`config.mk`:
```
export PLATFORM = sky130hd
export DESIGN_NAME = cdq_cell
export DESIGN_NICKNAME = d
export VERILOG_FILES = /design/src/hw/rtl/cdq_pkg.sv /design/src/hw/rtl/cdq_cell.sv
export SDC_FILE = /design/constraint.sdc
export NUM_CORES = 1
export LEC_CHECK = 0
export BUFFER_PORTS_ARGS = -buffer_cell sky130_fd_sc_hd__buf_4
export CAP_MARGIN = 10
export CORE_MARGIN = 4
export CORE_UTILIZATION = 41
export CTS_BUF_LIST = sky130_fd_sc_hd__clkbuf_4 sky130_fd_sc_hd__clkbuf_8
export DETAILED_ROUTE_END_ITERATION = 7
export PLACE_DENSITY = 0.89
export SLEW_MARGIN = 10
export SYNTH_ARGS = -nofsm -noshare
export SYNTH_HDL_FRONTEND = slang
export SYNTH_SLANG_ARGS = --single-unit
```
`constraint.sdc`:
```
create_clock -name clk -period 1.9 [get_ports clk]
set_clock_uncertainty 0.1 [all_clocks]
set_input_delay 0 -clock clk [delete_from_list [all_inputs] [get_ports clk]]
set_output_delay 0 -clock clk [all_outputs]
set_load 0.02 [all_outputs]
```
`src/hw/rtl/cdq_pkg.sv`:
```
// Package for the circular deque unit: depth, opcode and status codes,
// and the structs that pass between the top level and the storage cells.
// No dependencies.
package cdq_pkg;

  localparam int Depth = 128;
  localparam int DataW = 32;

  typedef enum logic [2:0] {
    OP_PUSH_FRONT = 3'd0,
    OP_PUSH_BACK  = 3'd1,
    OP_POP_FRONT  = 3'd2,
    OP_POP_BACK   = 3'd3,
    OP_PEEK_FRONT = 3'd4,
    OP_PEEK_BACK  = 3'd5,
    OP_EMPTY      = 3'd6,
    OP_CLEAR      = 3'd7
  } opcode_t;

  typedef enum logic [1:0] {
    ST_OK    = 2'd0,
    ST_EMPTY = 2'd1,
    ST_FULL  = 2'd2
  } status_t;

  typedef logic signed [DataW-1:0] word_t;

  // Row-wide command for one cycle; at most one member is set.
  typedef struct packed {
    logic front_in;
    logic back_in;
    logic front_out;
    logic back_out;
    logic clear;
  } cell_ctrl_t;

  // What a cell shows to its neighbors.
  typedef struct packed {
    logic  valid;
    word_t data;
  } cell_bus_t;

endpackage

```
`src/hw/rtl/cdq_cell.sv`:
```
// One storage cell of the deque row. Cell zero holds the front entry; the
// occupied cells always form an unbroken run from cell zero. Depends on cdq_pkg.
module cdq_cell (
  input  logic               clk,
  input  logic               rst,
  input  cdq_pkg::cell_ctrl_t ctrl,
  input  cdq_pkg::cell_bus_t  left,
  input  cdq_pkg::cell_bus_t  right,
  input  cdq_pkg::word_t      data_in,
  output cdq_pkg::cell_bus_t  q
);
  import cdq_pkg::*;

  logic  valid;
  word_t data;
  logic  take_back;
  logic  drop_back;

  // The first empty cell after the occupied run takes a back push, and the
  // last occupied cell lets go on a back pop.
  assign take_back = ctrl.back_in && !valid && left.valid;
  assign drop_back = ctrl.back_out && valid && !right.valid;

  always_ff @(posedge clk) begin
    if (rst) begin
      valid <= 1'b0;
    end else if (ctrl.clear) begin
      valid <= 1'b0;
    end else if (ctrl.front_in) begin
      valid <= left.valid;
    end else if (ctrl.front_out) begin
      valid <= right.valid;
    end else if (take_back) begin
      valid <= 1'b1;
    end else if (drop_back) begin
      valid <= 1'b0;
    end
  end

  always_ff @(posedge clk) begin
    if (ctrl.front_in) begin
      data <= left.data;
    end else if (ctrl.front_out) begin
      data <= right.data;
    end else if (take_back) begin
      data <= data_in;
    end
  end

  assign q.valid = valid;
  assign q.data  = data;

endmodule

```
==> impl_results.md, run 1 <==
- VDD IR max: 0.000552 V
- Period utilization: 86.9%
- Pre-CTS setup slack: 0.552 ns
- P_sw: 0.000561 W
- P per Cell Area: 605 nW/um^2
- First-pass detailed-route iteration total: 4
- Total gr overflow: 0
- Post-layout nets: 454
- Synthesized area: 1760 um^2
- Leak: 1.67 nW
- Starting Density: 43.3%
- Comb pwr share: 32.0%
- Core area: 4060 um^2
- Initial antenna violation count: 0
- Routed len/inst: 16.9 um
- Register bit total from synthesis: 33
- Layout cells sized above 1: 43.4%
- Top cells by area, synth: edfxtp_1, mux2i_1, o21ai_1, nand2_1, buf_12
- Max Fanout on Critical Path: 18
- Power share of the sequential group: 43.2%
- Finished Layout Cells: 400
- CP Launch Type: input pin
- DR iter-0 viols: 105
- Worst EP required: 1.82 ns
- Residual DRC: 0
- Routed Antenna Nets: 0
- Final Util: 85.8%
- Clock-pin slew on the worst setup and hold paths: 0.07 ns
- Crit end category: flop
- CTS sink cnt: 33
- Root Driver: clkbuf_8
- Antenna diodes: 0
- Share of the synthesized area in the top cell type: 54.7%
- Min Hold Slack: 0.0100 ns
- RePlAce Congestion: 0.755
- RSZ-0062 raised after global routing: false
- Placed insts: 329
- Longest Clk Path Bufs: 2
- Clock latency on the worst-skew pair: 0.28 ns
- Largest area contributor in the synthesized netlist: edfxtp_1
- Vias in the first global route: 2172
- CP arrival: 1.58 ns
- Tot GR Track Use: 26.2%
- Row count: 23
- Worst hold-check path type: in -> reg
- Routed WL: 6780 um
- Ports: 138
- Max-Cap Viols: 0
- CTS Buf Count: 5
- Worst-Margin Slew: 0.369 ns
- Most common cell after layout, fill and taps aside: buf_4
- Status: finished, final reports clean
- Fin crit period: 1.65 ns
- Synthesized instance count: 150
- Achievable frequency: 606 MHz
- Final worst slack: 0.249 ns
- Sw Share: 26.6%
- Largest net degree at the start of global routing: 42
- Clock power frac: 24.8%
- Final setup fails: 0
- Seq/Total Area, Yosys: 55.8%
- Int Pwr: 0.00154 W
- Syn Area/Cell: 11.7 um^2
- Syn Nets: 255
- Setup CP Type: in -> reg
- Yosys Warn Count: 0
- Post-DP HPWL: 4100 um
- Area of the die: 5400 um^2
- PortBufs: 137
- Relative slew slack: 75.4%
- Die span in x: 73.5 um
- Via-per-instance ratio: 4.94
- Die height: 73.5 um
- First-pass GRT wire length: 10600 um
- Final Max Tran Viols: 0
- Distinct cell type count of the synthesized netlist: 17
- H-tree levels: 2
- Hold Fails Final Rpt: 0
- Area growth from synthesis to layout: 98.2%
- Via count: 1974
- Setup tns final: 0 ns
- Most frequent cells in the layout: buf_4, dlygate4sd3_1, nand2_1
- Resized cells post-CTS: 0
- TritonCTS clock tree: built
area by class of cell:
type                       instances  area, um^2
fill                             210         576
sequential                        33         981
clock inverter                     2        10.0
clock buffer                       6        76.3
inverter                           1        3.75
multi-input combinational        104         659
timing repair buffer             204        1690
tap                               50        62.6
logic make-up (layout without fill, tap and decap cells):
group / count (synthesis) / in the layout / share of synthesized area, %
AOI/OAI and AO/OA: 36 / 36 / 11.0
and+or+nand+nor: 36 / 36 / 7.91
DFF: 33 / 33 / 55.8
muxes: 32 / 32 / 18.2
buffers and inverters: 13 / 213 / 7.05
registers in the layout (all words and copies together) (netlist names):
signal and count:
data 32, valid 1
cell usage after synthesis:
library cell	number
a21boi_0	1
a21oi_1	1
and2_2	1
buf_12	3
buf_2	6
buf_4	1
buf_6	2
dfxtp_1	1
edfxtp_1	32
inv_1	1
mux2i_1	32
nand2_1	33
nor2_1	2
o21ai_0	2
o21ai_1	30
o21ai_2	1
o221a_2	1
metal layers:
metal / global-route usage (%) / vias to the layer above / part of all wire (%)
met5: 0 / - / 0
met4: 8.25 / 0 / 2.9
met3: 8.48 / 19 / 8.4
met2: 51.0 / 98 / 55
met1: 25.4 / 916 / 33
li1: - / 941 / -
what timing repair did:
action                    4_1_cts  5_1_grt
hold buffers                   63        0
setup buffers                   0        0
hold endpoints to repair       33        0
worst max-delay path, cell delays in order:
cell	delay, ns
buf_4	0.27
buf_4	0.37
mux2i_1	0.26
o21ai_1	0.07
dlygate4sd3_1	0.59
power groups by stage:
stage	sequential, W	combinational [W]	clock [W]
5_1_grt	0.000914	0.000718	0.000566
3_5_place_dp	0.000923	0.000526	0
4_1_cts	0.000908	0.000657	0.000536
6_report	0.000909	0.000674	0.000523
3_3_place_gp	0.000918	0.000512	0
2_1_floorplan	0.00101	0.000150	0
worst paths after layout:
| path | to | slack, ns | startpoint | cells past startpoint |
|---|---|---|---|---|
| hold / removal | data[29]$_DFFE_PP_ | 0.01 | data_in[29] | 3 |
| hold reg to reg | valid$_SDFFE_PP0P_ | 0.66 | valid$_SDFFE_PP0P_ | 2 |
| setup / recovery | data[15]$_DFFE_PP_ | 0.25 | ctrl[2] | 5 |
| setup reg to reg | data[12]$_DFFE_PP_ | 0.70 | valid$_SDFFE_PP0P_ | 2 |
per-stage QoR:
step	power, W	cell area, um^2
floorplan	0.00116	1760
global placement	0.00143	2770
CTS	0.00210	3480
global route	0.00220	3480
finish	0.00211	3480
detailed placement	0.00145	2770
Note: power is estimated with default switching activity, not from simulation.
==> run 2: changes to the inputs <==
--- a/config.mk
+++ b/config.mk
@@ -12,6 +12,7 @@
 export CTS_BUF_LIST = sky130_fd_sc_hd__clkbuf_4 sky130_fd_sc_hd__clkbuf_8
 export DETAILED_ROUTE_END_ITERATION = 7
 export PLACE_DENSITY = 0.89
+export REMOVE_ABC_BUFFERS = 1
 export SLEW_MARGIN = 10
 export SYNTH_ARGS = -nofsm -noshare
 export SYNTH_HDL_FRONTEND = slang
==> run 2 against run 1 <==
Effect of this change: the flow now finishes with violations (hold timing); cell count fell by 2.0%; sequential cell count did not move; first-iteration DRC count rose by 30%; highest routed layer unchanged; sequential share of layout area rose by 0.48 points; critical endpoint unchanged; clock-buffer cell count did not move; wire length fell by 5.9%; non-clock buffer count fell by 8; combinational power fell by 3.7%; fmax rose by 12%; critical path depth did not move; register-to-register slack barely moved; via count fell by 2.5%.
==> impl_results.md, run 2 (synthesis gave the netlist of run 1 again) <==
- Row count: 23 (unchanged)
- DR iter-0 viols: 137 (was 105)
- Hold Buf Count CTS: 54 (was 63)
- Final worst slack: 0.421 ns (was 0.249 ns)
- Multi-input logic area: 659 um^2 (unchanged)
- Hold Fails Final Rpt: 2 (was 0)
- Final setup fails: 0 (unchanged)
- Post-route cell area: 3420 um^2 (was 3480 um^2)
- Worst-Margin Slew: 0.322 ns (was 0.369 ns)
- Antenna diodes: 0 (unchanged)
- Achievable frequency: 676 MHz (was 606 MHz)
- Filler instances: 235 (was 210)
- Failing checks: hold timing
- Tot GR Track Use: 23.8% (was 26.2%)
- Resized cells post-CTS: 0 (unchanged)
- Status: finished, violations left (was finished, final reports clean)
- Number of flip-flops under the largest register name: 32 (unchanged)
- Met1 WL: 2070 um (was 2260 um)
- Vias in the first global route: 2125 (was 2172)
- RePlAce Congestion: 0.750 (was 0.755)
- Crit end category: flop (unchanged)
- Setup repair bufs after CTS: 0 (unchanged)
- CTS sink cnt: 33 (unchanged)
- P per Cell Area: 644 nW/um^2 (was 605 nW/um^2)
- Layout cells sized above 1: 44.4% (was 43.4%)
- Residual DRC: 0 (unchanged)
- Biggest regs: data x32, valid x1 (unchanged)
- Largest net degree at the start of global routing: 37 (was 42)
- H-tree levels: 2 (unchanged)
- Longest Clk Path Bufs: 2 (unchanged)
- Worst EP required: 1.82 ns (about the same)
- Initial antenna violation count: 0 (unchanged)
- Post-layout nets: 446 (was 454)
- Routed Antenna Nets: 0 (unchanged)
- CP Launch Type: input pin (unchanged)
- Period utilization: 77.8% (was 86.9%)
- Post-DP HPWL: 4260 um (was 4100 um)
- Max Fanout on Critical Path: 17 (was 18)
- CTS Buf Count: 5 (unchanged)
- Clock latency on the worst-skew pair: 0.27 ns (was 0.28 ns)
- Via count: 1924 (was 1974)
- Total gr overflow: 0 (unchanged)
- Setup CP Type: in -> reg (unchanged)
- Clock-pin slew on the worst setup and hold paths: 0.07 ns (about the same)
- Starting Density: 43.3% (unchanged)
- Area growth from synthesis to layout: 94.9% (was 98.2%)
- RSZ-0062 raised after global routing: false (unchanged)
- TritonCTS clock tree: built (unchanged)
- Reg area: 981 um^2 (unchanged)
- Finished Layout Cells: 392 (was 400)
- Routed WL: 6380 um (was 6780 um)
- Routed len/inst: 16.3 um (was 16.9 um)
- Min Hold Slack: -0.00424 ns (was 0.0100 ns)
- Most flop-heavy register: data (unchanged)
- DR top layer: met4 (unchanged)
- Met2 wire len: 3630 um (was 3750 um)
- Placed insts: 330 (was 329)
- Die span in x: 73.5 um (unchanged)
- Final Max Tran Viols: 0 (unchanged)
- Die height: 73.5 um (unchanged)
- CP arrival: 1.40 ns (was 1.58 ns)
- Placed cell areas: 2770 um^2 (about the same)
- Leak: 1.65 nW (was 1.67 nW)
- Setup tns final: 0 ns (unchanged)
- Worst hold-check path type: in -> reg (unchanged)
- Most common cell after layout, fill and taps aside: buf_4 (unchanged)
- Via-per-instance ratio: 4.91 (was 4.94)
- First-pass GRT wire length: 9690 um (was 10600 um)
- VDD IR max: 0.000439 V (was 0.000552 V)
- Area of the die: 5400 um^2 (unchanged)
- PortBufs: 137 (unchanged)
- Pre-CTS setup slack: 0.670 ns (was 0.552 ns)
- Fin crit period: 1.48 ns (was 1.65 ns)
- Root Driver: clkbuf_8 (unchanged)
- Met3 wire len: 493 um (was 567 um)
- Core area: 4060 um^2 (unchanged)
- First-pass detailed-route iteration total: 4 (unchanged)
- Relative slew slack: 78.5% (was 75.4%)
- Ports: 138 (unchanged)
- Most frequent cells in the layout: buf_4, dlygate4sd3_1, nand2_1 (unchanged)
- Max-Cap Viols: 0 (unchanged)
-- run 2: changes by cell type in the layout (fill, tap and decap cells not counted) --
cell	delta
clkinv_2	-2
dlygate4sd3_1	-9
buf_4	+1
bufinv_16	+1
clkinv_1	+1
-- run 2: per-stage QoR --
step | total power (W) | hold slack (ns) | util (%)
after global placement | 0.00143 | 0.162 | 68.3
after CTS | 0.00220 | 0.000949 | 84.4
after floorplan | 0.00111 | 0.0713 | -
final | 0.00220 | -0.00424 | 84.4
after global routing | 0.00229 | 0.00924 | 84.4
after detailed placement | 0.00145 | 0.168 | 68.3
-- run 2: path summary, 6_finish.rpt --
kind,cells past startpoint,endpoint,startpoint,slack (ns)
hold / removal,3,data[17]$_DFFE_PP_,data_in[17],-0.004
setup reg to reg,2,data[7]$_DFFE_PP_,valid$_SDFFE_PP0P_,0.71
hold reg to reg,2,valid$_SDFFE_PP0P_,valid$_SDFFE_PP0P_,0.67
setup / recovery,5,data[15]$_DFFE_PP_,ctrl[2],0.42
-- run 2: cell type report --
cell class,instances,area share [%]
clock buffer,6,2.23
sequential,33,28.7
inverter,1,0.110
clock inverter,2,0.987
multi-input combinational,104,19.3
tap,50,1.83
timing repair buffer,196,46.9
-- run 2: per-layer routing --
metal,up-vias,track usage (%)
met1,892,22.7
met4,0,10.1
met3,17,5.61
met2,94,47.0
met5,-,0
li1,921,-
-- run 2: power by group --
part | total, W | leakage, nW | switching [W] | internal [W]
clock | 0.000648 | 0.0563 | 0.000247 | 0.000401
combinational | 0.000649 | 1.25 | 0.000276 | 0.000373
sequential | 0.000905 | 0.344 | 0.0000211 | 0.000884
total | 0.00220 | 1.65 | 0.000544 | 0.00166
-- run 2: worst max-delay path, cell delays in order --
cell,delay (ns)
buf_4,0.15
buf_4,0.31
mux2i_1,0.29
o21ai_1,0.08
dlygate4sd3_1,0.57
